$ cat config.mk
export PLATFORM = sky130hd
export DESIGN_NAME = rgb_led_grayscale_scan_serializer
export DESIGN_NICKNAME = d
export VERILOG_FILES = /design/src/hw/rtl/rgbls_pkg.sv /design/src/hw/rtl/rgb_led_grayscale_scan_serializer.sv
export SDC_FILE = /design/constraint.sdc
export NUM_CORES = 2
export LEC_CHECK = 0
export BUFFER_PORTS_ARGS = -buffer_cell sky130_fd_sc_hd__buf_2
export CORE_MARGIN = 1.5
export CORE_UTILIZATION = 40
export CTS_CLUSTER_DIAMETER = 150
export CTS_CLUSTER_SIZE = 24
export DETAILED_ROUTE_END_ITERATION = 10
export PLACE_DENSITY = 0.62
export SYNTH_ARGS = -nofsm -noshare
export SYNTH_HDL_FRONTEND = slang
export SYNTH_SLANG_ARGS = --single-unit
$ cat constraint.sdc
create_clock -name clk -period 20.3 [get_ports clk]
set_clock_uncertainty 0.15 [all_clocks]
set_input_delay 4.06 -clock clk [delete_from_list [all_inputs] [get_ports clk]]
set_output_delay 4.06 -clock clk [all_outputs]
set_load 0.02 [all_outputs]
$ cat src/hw/rtl/rgbls_pkg.sv
// Shared types and constants of the RGB LED grayscale scan serializer.
`timescale 1ns / 1ps
`default_nettype none

package rgbls_pkg;

  typedef enum logic [1:0] {
    KIND_WRITE  = 2'd0,
    KIND_BIT    = 2'd1,
    KIND_PERIOD = 2'd2
  } kind_t;

  typedef enum logic [1:0] {
    COLOUR_RED   = 2'd0,
    COLOUR_GREEN = 2'd1,
    COLOUR_BLUE  = 2'd2
  } colour_t;

  localparam logic [1:0] FET_OFF = 2'd0;
  localparam logic [1:0] CHANNEL_NONE = 2'd3;
  localparam int DATA_BITS = 8;

  typedef struct packed {
    logic       shift;
    logic       pad;
    logic [2:0] bit_sel;
    logic       sclk;
    logic       xlat;
    logic       blank;
    logic [1:0] fet;
    logic       done;
  } stage_t;

endpackage

`default_nettype wire

$ cat src/hw/rtl/rgb_led_grayscale_scan_serializer.sv
// Top level of the RGB LED grayscale scan serializer with its pixel store.
//
// Channel  Dir  Handshake          Payload
// s        in   s_tvalid/s_tready  s_tuser kind, s_tdata write fields
// m        out  m_tvalid/m_tready  m_tdata line levels and FET, m_tlast frame done
//
// One item per cycle unless the output stalls; items pass read and output stages.
// A bit tick reads one byte of the pixel store, whose read port is registered.
// After reset the store is cleared one entry per cycle, all 3*ROWS*COLS entries
// (384 by default), and s_tready stays low until the pass is over.
// A stalled output holds one result while the next item waits in the read stage.
`timescale 1ns / 1ps
`default_nettype none

module rgb_led_grayscale_scan_serializer #(
  parameter int ROWS     = 8,
  parameter int COLS     = 16,
  parameter int PAD_BITS = 4
) (
  input  wire logic        clk,
  input  wire logic        rst,
  input  wire logic        s_tvalid,
  output      logic        s_tready,
  // wr_row [2:0], wr_col [6:3], wr_channel [8:7], wr_value [16:9]
  input  wire logic [23:0] s_tdata,
  // kind [1:0]
  input  wire logic [1:0]  s_tuser,
  output      logic        m_tvalid,
  input  wire logic        m_tready,
  // sin_level [0], sclk_pulse [1], xlat_pulse [2], blank_pulse [3], fet_select [5:4]
  output      logic [7:0]  m_tdata,
  output      logic        m_tlast
);
  import rgbls_pkg::*;

  localparam int NPIX   = ROWS * COLS;
  localparam int DEPTH  = NPIX * 3;
  localparam int ADDR_W = $clog2(DEPTH);
  localparam int IDX_W  = (NPIX > 1) ? $clog2(NPIX) : 1;
  localparam int BPP    = PAD_BITS + DATA_BITS;
  localparam int PH_W   = $clog2(BPP + 2);

  logic [DATA_BITS-1:0] mem [DEPTH];
  logic [DATA_BITS-1:0] rd_data;

  logic              clearing;
  logic [ADDR_W-1:0] clr_addr;

  colour_t          send_colour, send_colour_next;
  logic [1:0]       lit_fet, lit_fet_next;
  logic             latch_pending, latch_pending_next;
  logic             extra_clock_due, extra_clock_due_next;
  logic [IDX_W-1:0] channel_index, channel_index_next;
  logic [PH_W-1:0]  bit_phase, bit_phase_next;

  logic        s1_valid;
  stage_t      s1, s1_next;
  logic        out_sin;
  logic        sin_new;
  logic [1:0]  out_fet;
  logic        out_sclk, out_xlat, out_blank, out_done;

  logic        accept;
  logic        advance;
  kind_t       kind;
  logic [2:0]  wr_row;
  logic [3:0]  wr_col;
  logic [1:0]  wr_channel;
  logic [7:0]  wr_value;
  logic        wr_en;
  logic [ADDR_W-1:0] wr_addr;
  logic [ADDR_W-1:0] rd_addr;

  logic [PH_W-1:0] phase_a;
  logic [PH_W-1:0] pos;
  logic [PH_W-1:0] pos_data;

  assign kind       = kind_t'(s_tuser);
  assign wr_row     = s_tdata[2:0];
  assign wr_col     = s_tdata[6:3];
  assign wr_channel = s_tdata[8:7];
  assign wr_value   = s_tdata[16:9];

  assign advance  = !m_tvalid || m_tready;
  assign s_tready = !clearing && (!s1_valid || advance);
  assign accept   = s_tvalid && s_tready;

  assign wr_en = accept && (kind == KIND_WRITE) && ({4'b0, wr_row} < 7'(ROWS)) &&
                 ({3'b0, wr_col} < 7'(COLS)) && (wr_channel != CHANNEL_NONE);
  assign wr_addr = (ADDR_W'(wr_row) * ADDR_W'(COLS) + ADDR_W'(wr_col)) * ADDR_W'(3) +
                   ADDR_W'(wr_channel);
  assign rd_addr = ADDR_W'({channel_index, 1'b0}) + ADDR_W'(channel_index) +
                   ADDR_W'(send_colour);

  always_ff @(posedge clk) begin
    if (clearing) begin
      mem[clr_addr] <= '0;
    end else if (wr_en) begin
      mem[wr_addr] <= wr_value;
    end
    if (accept) begin
      rd_data <= mem[rd_addr];
    end
  end

  always_ff @(posedge clk) begin
    if (rst) begin
      clearing <= 1'b1;
      clr_addr <= '0;
    end else if (clearing) begin
      if (clr_addr == ADDR_W'(DEPTH - 1)) begin
        clearing <= 1'b0;
      end else begin
        clr_addr <= clr_addr + 1'b1;
      end
    end
  end

  assign phase_a  = (bit_phase == '0) ? PH_W'(1) : bit_phase;
  assign pos      = phase_a - PH_W'(1);
  assign pos_data = pos - PH_W'(PAD_BITS);

  always_comb begin
    send_colour_next     = send_colour;
    lit_fet_next         = lit_fet;
    latch_pending_next   = latch_pending;
    extra_clock_due_next = extra_clock_due;
    channel_index_next   = channel_index;
    bit_phase_next       = bit_phase;
    s1_next              = '0;
    s1_next.pad          = (pos < PH_W'(PAD_BITS));
    s1_next.bit_sel      = pos_data[2:0];
    unique case (kind)
      KIND_WRITE: begin
      end
      KIND_BIT: begin
        if (!latch_pending) begin
          s1_next.sclk  = 1'b1;
          s1_next.shift = 1'b1;
          if (bit_phase == '0) begin
            bit_phase_next = PH_W'(1);
            if (extra_clock_due) begin
              s1_next.shift = 1'b0;
            end else begin
              extra_clock_due_next = 1'b1;
            end
          end
          if (s1_next.shift) begin
            if (phase_a == PH_W'(BPP)) begin
              bit_phase_next = PH_W'(1);
              if (channel_index == IDX_W'(NPIX - 1)) begin
                channel_index_next = '0;
                bit_phase_next     = '0;
                latch_pending_next = 1'b1;
                s1_next.done       = 1'b1;
              end else begin
                channel_index_next = channel_index + 1'b1;
              end
            end else begin
              bit_phase_next = phase_a + PH_W'(1);
            end
          end
        end
      end
      KIND_PERIOD: begin
        s1_next.blank = 1'b1;
        if (latch_pending) begin
          s1_next.xlat       = 1'b1;
          latch_pending_next = 1'b0;
          lit_fet_next       = 2'(send_colour) + 2'd1;
          unique case (send_colour)
            COLOUR_RED:   send_colour_next = COLOUR_GREEN;
            COLOUR_GREEN: send_colour_next = COLOUR_BLUE;
            default:      send_colour_next = COLOUR_RED;
          endcase
        end
      end
      default: begin
      end
    endcase
    s1_next.fet = lit_fet_next;
  end

  always_ff @(posedge clk) begin
    if (rst) begin
      send_colour     <= COLOUR_RED;
      lit_fet         <= FET_OFF;
      latch_pending   <= 1'b0;
      extra_clock_due <= 1'b0;
      channel_index   <= '0;
      bit_phase       <= '0;
    end else if (accept) begin
      send_colour     <= send_colour_next;
      lit_fet         <= lit_fet_next;
      latch_pending   <= latch_pending_next;
      extra_clock_due <= extra_clock_due_next;
      channel_index   <= channel_index_next;
      bit_phase       <= bit_phase_next;
    end
  end

  always_ff @(posedge clk) begin
    if (rst) begin
      s1_valid <= 1'b0;
    end else if (accept) begin
      s1_valid <= 1'b1;
    end else if (advance) begin
      s1_valid <= 1'b0;
    end
    if (accept) begin
      s1 <= s1_next;
    end
  end

  assign sin_new = s1.shift ? (!s1.pad && rd_data[3'd7 - s1.bit_sel]) : out_sin;

  always_ff @(posedge clk) begin
    if (rst) begin
      m_tvalid <= 1'b0;
      out_sin  <= 1'b0;
    end else if (advance) begin
      m_tvalid <= s1_valid;
      if (s1_valid) begin
        out_sin <= sin_new;
      end
    end
    if (advance && s1_valid) begin
      out_sclk  <= s1.sclk;
      out_xlat  <= s1.xlat;
      out_blank <= s1.blank;
      out_fet   <= s1.fet;
      out_done  <= s1.done;
    end
  end

  assign m_tdata = {2'b00, out_fet, out_blank, out_xlat, out_sclk, out_sin};
  assign m_tlast = out_done;

endmodule

`default_nettype wire

==> impl_results.md <==
* Status: complete, no violations
* Fill count at 26000
* Routed Wire Length at 303.8 mm
* Post-CTS resize count at 0
* Hold Violations, Final at 0
* Crit-path cells: buf_2, fa_1, ha_1, fa_1, a21o_1, a21o_1, a21o_1, a21oi_1, xnor2_1, mux2i_1, and2_1, nand4_1, nor2_1
* Synth warn at 0
* Starting density of the core at 40.14%
* Final Max Tran Viols at 0
* Via Count at 57230
* Sw power at 1.992 mW
* Site row count at 203
* Endpoint type of the worst setup path: register
* Level count of the clock H-tree at 4
* Worst r2r path cells at 17
* Main synth FF type: edfxtp_1
* Worst Path Max Fanout at 16
* First-pass GRT wire length at 429.1 mm
* Commonest non-fill, non-tap cells in the layout: edfxtp_1, mux4_2, nor2_1
* Ys async rst share at 0%
* First DRT Iteration DRCs at 7388
* Die Y at 556.5 microns
* Seq. cell area at 93600 sq um
* Clk pwr share at 32.4%
* Crit-path max cell delay at 1.06 ns
* Hold Crit Class: reg -> reg
* Worst path slowest cell: nor2_1
* Internal Power at 8.448 mW
* Post-Syn Area at 122500 sq um
* Max Freq at 107.6 MHz
* Most common cell after layout, fill and taps aside: edfxtp_1
* Post-Synth XOR/XNOR Area at 0.1797%
* Syn avg cell area at 21.74 sq um
* Switching Share at 19.08%
* Total grt overflow at 0
* Mux contribution to synthesized area at 17.09%
* Synth Area in Adders at 0.4227%
* CTS max path bufs at 4
* Slew margin rel. at 6.522%
* Power Dens Cells at 79.48 nW/um^2
* Tmin final at 9.297 ns
* DR pass1 iterations at 6
* Clk Latency, worst-skew pair at 0.84 ns
* Routability cong. at 0.8027
* Vias per std cell at 5.885
* Simple-Gate Fraction of Synth Area at 3.006%
* Nets at 5671
* CP dominant cell by count: a21o_1
* Leak at 45.71 nW
* Number of library cell types mapped by synthesis at 71
* Critical Path RT at 20.61 ns
* Max_cap viols at 0
* Peak supply drop at 0.00006787 V
* IO buf count at 31
* CP Data Arrival Time at 9.60 ns
* Final HPWL DP at 176.5 mm
* Setup Buffers After CTS at 0
* CP Launch Type: primary input
* GR Util All Layers at 19.40%
* Core area at 305300 sq um
* CTS clk-pin slew, worst paths at 0.10 ns
* TritonCTS buffer count at 156
* Pin count of the biggest net entering global routing at 229
* Die Wd at 556.5 microns
* Hold Path Depth at 0
* IO Count at 41
* Multi-input gate area at 27200 sq um
* Post-route ant nets at 0
* Sequential share of power at 66.9%
* Post-synthesis sequential area ratio at 76.39%
* Post-route setup TNS at 0 ns
* Compound-Gate Fraction of Synth Area at 1.331%
* Largest family of logic cells by synthesized area: multiplexers
* Crit path kind: in -> reg
* Synthesized netlist cell count at 5636
* Seq cells post-synth at 3127
* TritonCTS clock tree: yes
* Share of layout cells above drive strength 1 at 22.38%
* Initial antenna violation count at 17
* Tcrit/Tclk final at 45.80%
* Hold Buf Count CTS at 0
* Worst-margin pin slew at 1.402 ns
* Die ar. at 309700 sq um
* Number of global-route vias before repair at 56580
* Part of the power in combinational logic at 0.7%
* Root Buffer: clkbuf_16
* Unrepaired setup endpoints after global routing: no
* Total power at 10.44 mW
* EDFF count, synth at 3097
* Clk sink count at 3127
* Drt wl/cell at 31.24 microns
* DRC Markers at 0
* Endpoints failing setup at 0
* Area Growth Syn to Fin at 7.205%
worst paths after layout:
kind	from	endpoint	slack, ns
worst max-delay path	s_tdata[3]	mem[272][3]	11.00
worst max register to register	channel_index[0]	rd_data[7]	12.68
worst min register to register	s1[0]	m_tlast	0.28
worst min-delay path	s1[0]	m_tlast	0.28
flip-flops by register name, summed over array words and instances, names as in the netlist, 2 cells and up:
signal / cells
lit_fet: 2
rd_data: 8
bit_phase: 4
s1: 11
channel_index: 7
send_colour: 2
mem: 3072
clr_addr: 9
out_fet: 2
power by group through the flow:
stage	clock network [mW]	logic, mW	registers [mW]
2_1_floorplan	0	0.0318	7.13
3_3_place_gp	0	0.0689	7.13
3_5_place_dp	0	0.0680	7.13
4_1_cts	3.45	0.0684	6.98
5_1_grt	3.64	0.0721	6.98
6_report	3.39	0.0701	6.98
cell usage after synthesis, drive strengths merged (6+ instances only):
library cell / instances / area, sq um
a21oi: 43 / 226.5
nor2: 435 / 1635
a311oi: 11 / 96.34
o22ai: 17 / 106.4
nor3: 17 / 85.08
o211ai: 6 / 45.04
o21ai: 25 / 125.1
xor2: 14 / 122.6
o2111ai: 7 / 61.31
mux4: 890 / 20040
inv: 24 / 90.08
clkbuf: 110 / 412.9
nor2b: 20 / 125.1
ha: 35 / 437.9
nand2: 231 / 867.1
a211oi: 37 / 282.8
nand4: 37 / 231.5
xnor2: 9 / 97.60
mux2: 9 / 101.4
edfxtp: 3097 / 93000
mux2i: 79 / 790.8
dfxtp: 30 / 600.6
o221ai: 7 / 61.31
and2: 15 / 93.84
nand3b: 6 / 45.04
nor4: 8 / 50.05
buf: 233 / 1439
nand3: 71 / 355.3
a21o: 9 / 67.56
and3: 7 / 43.79
nand2b: 9 / 56.30
a31oi: 19 / 118.9
a32oi: 7 / 61.31
worst max-delay path, delay by kind of cell:
| kind | cells | cell delay, ns |
|---|---|---|
| AND/OR/NAND/NOR | 3 | 2.74 |
| adder cells (fa/ha/maj) | 3 | 1.20 |
| AO/OA/AOI/OAI | 4 | 0.73 |
| multiplexers | 1 | 0.63 |
| buffers and inverters | 1 | 0.12 |
| XOR/XNOR | 1 | 0.08 |
metal layers:
layer	track usage, %	vias to the layer above	share of wire (%)
li1	-	23220	-
met1	27.84	31100	41
met2	30.60	2548	48
met3	3.594	357	8.7
met4	4.972	4	2.7
met5	0.1875	-	0.030
area by class of cell:
class / count / share of cell area (%)
multi-input cells: 2143 / 20.70
diodes: 5 / 0.009525
clock inverters: 1 / 0.01524
well taps: 4100 / 3.905
inverters: 24 / 0.06858
flip-flops and latches: 3127 / 71.25
repair buffers: 150 / 0.9030
clock buffers: 176 / 3.142
logic make-up after synthesis:
| logic type | after synthesis |
|---|---|
| xor gates and xnor gates | 23 |
| other | 1 |
| and+or+nand+nor | 869 |
| muxes | 978 |
| buffers and inverters | 367 |
| adders and majority gates | 39 |
| DFF | 3127 |
| AOI/OAI and AO/OA | 232 |
per-stage QoR:
step                      setup WS [ns]  instance area (sq um)  cells  util, %  hold WS (ns)
after floorplan                   8.372                 122500   5637        -        0.2503
after global placement            10.25                 127200   9544    41.66        0.2512
after detailed placement          10.29                 127200   9544    41.66        0.2545
after CTS                         11.20                 131400   9721    43.02        0.2777
after global routing              10.77                 131400   9722    43.02        0.2850
final                             11.00                 131400   9726    43.03        0.2762
No activity file was read; power rests on OpenSTA's default activity.
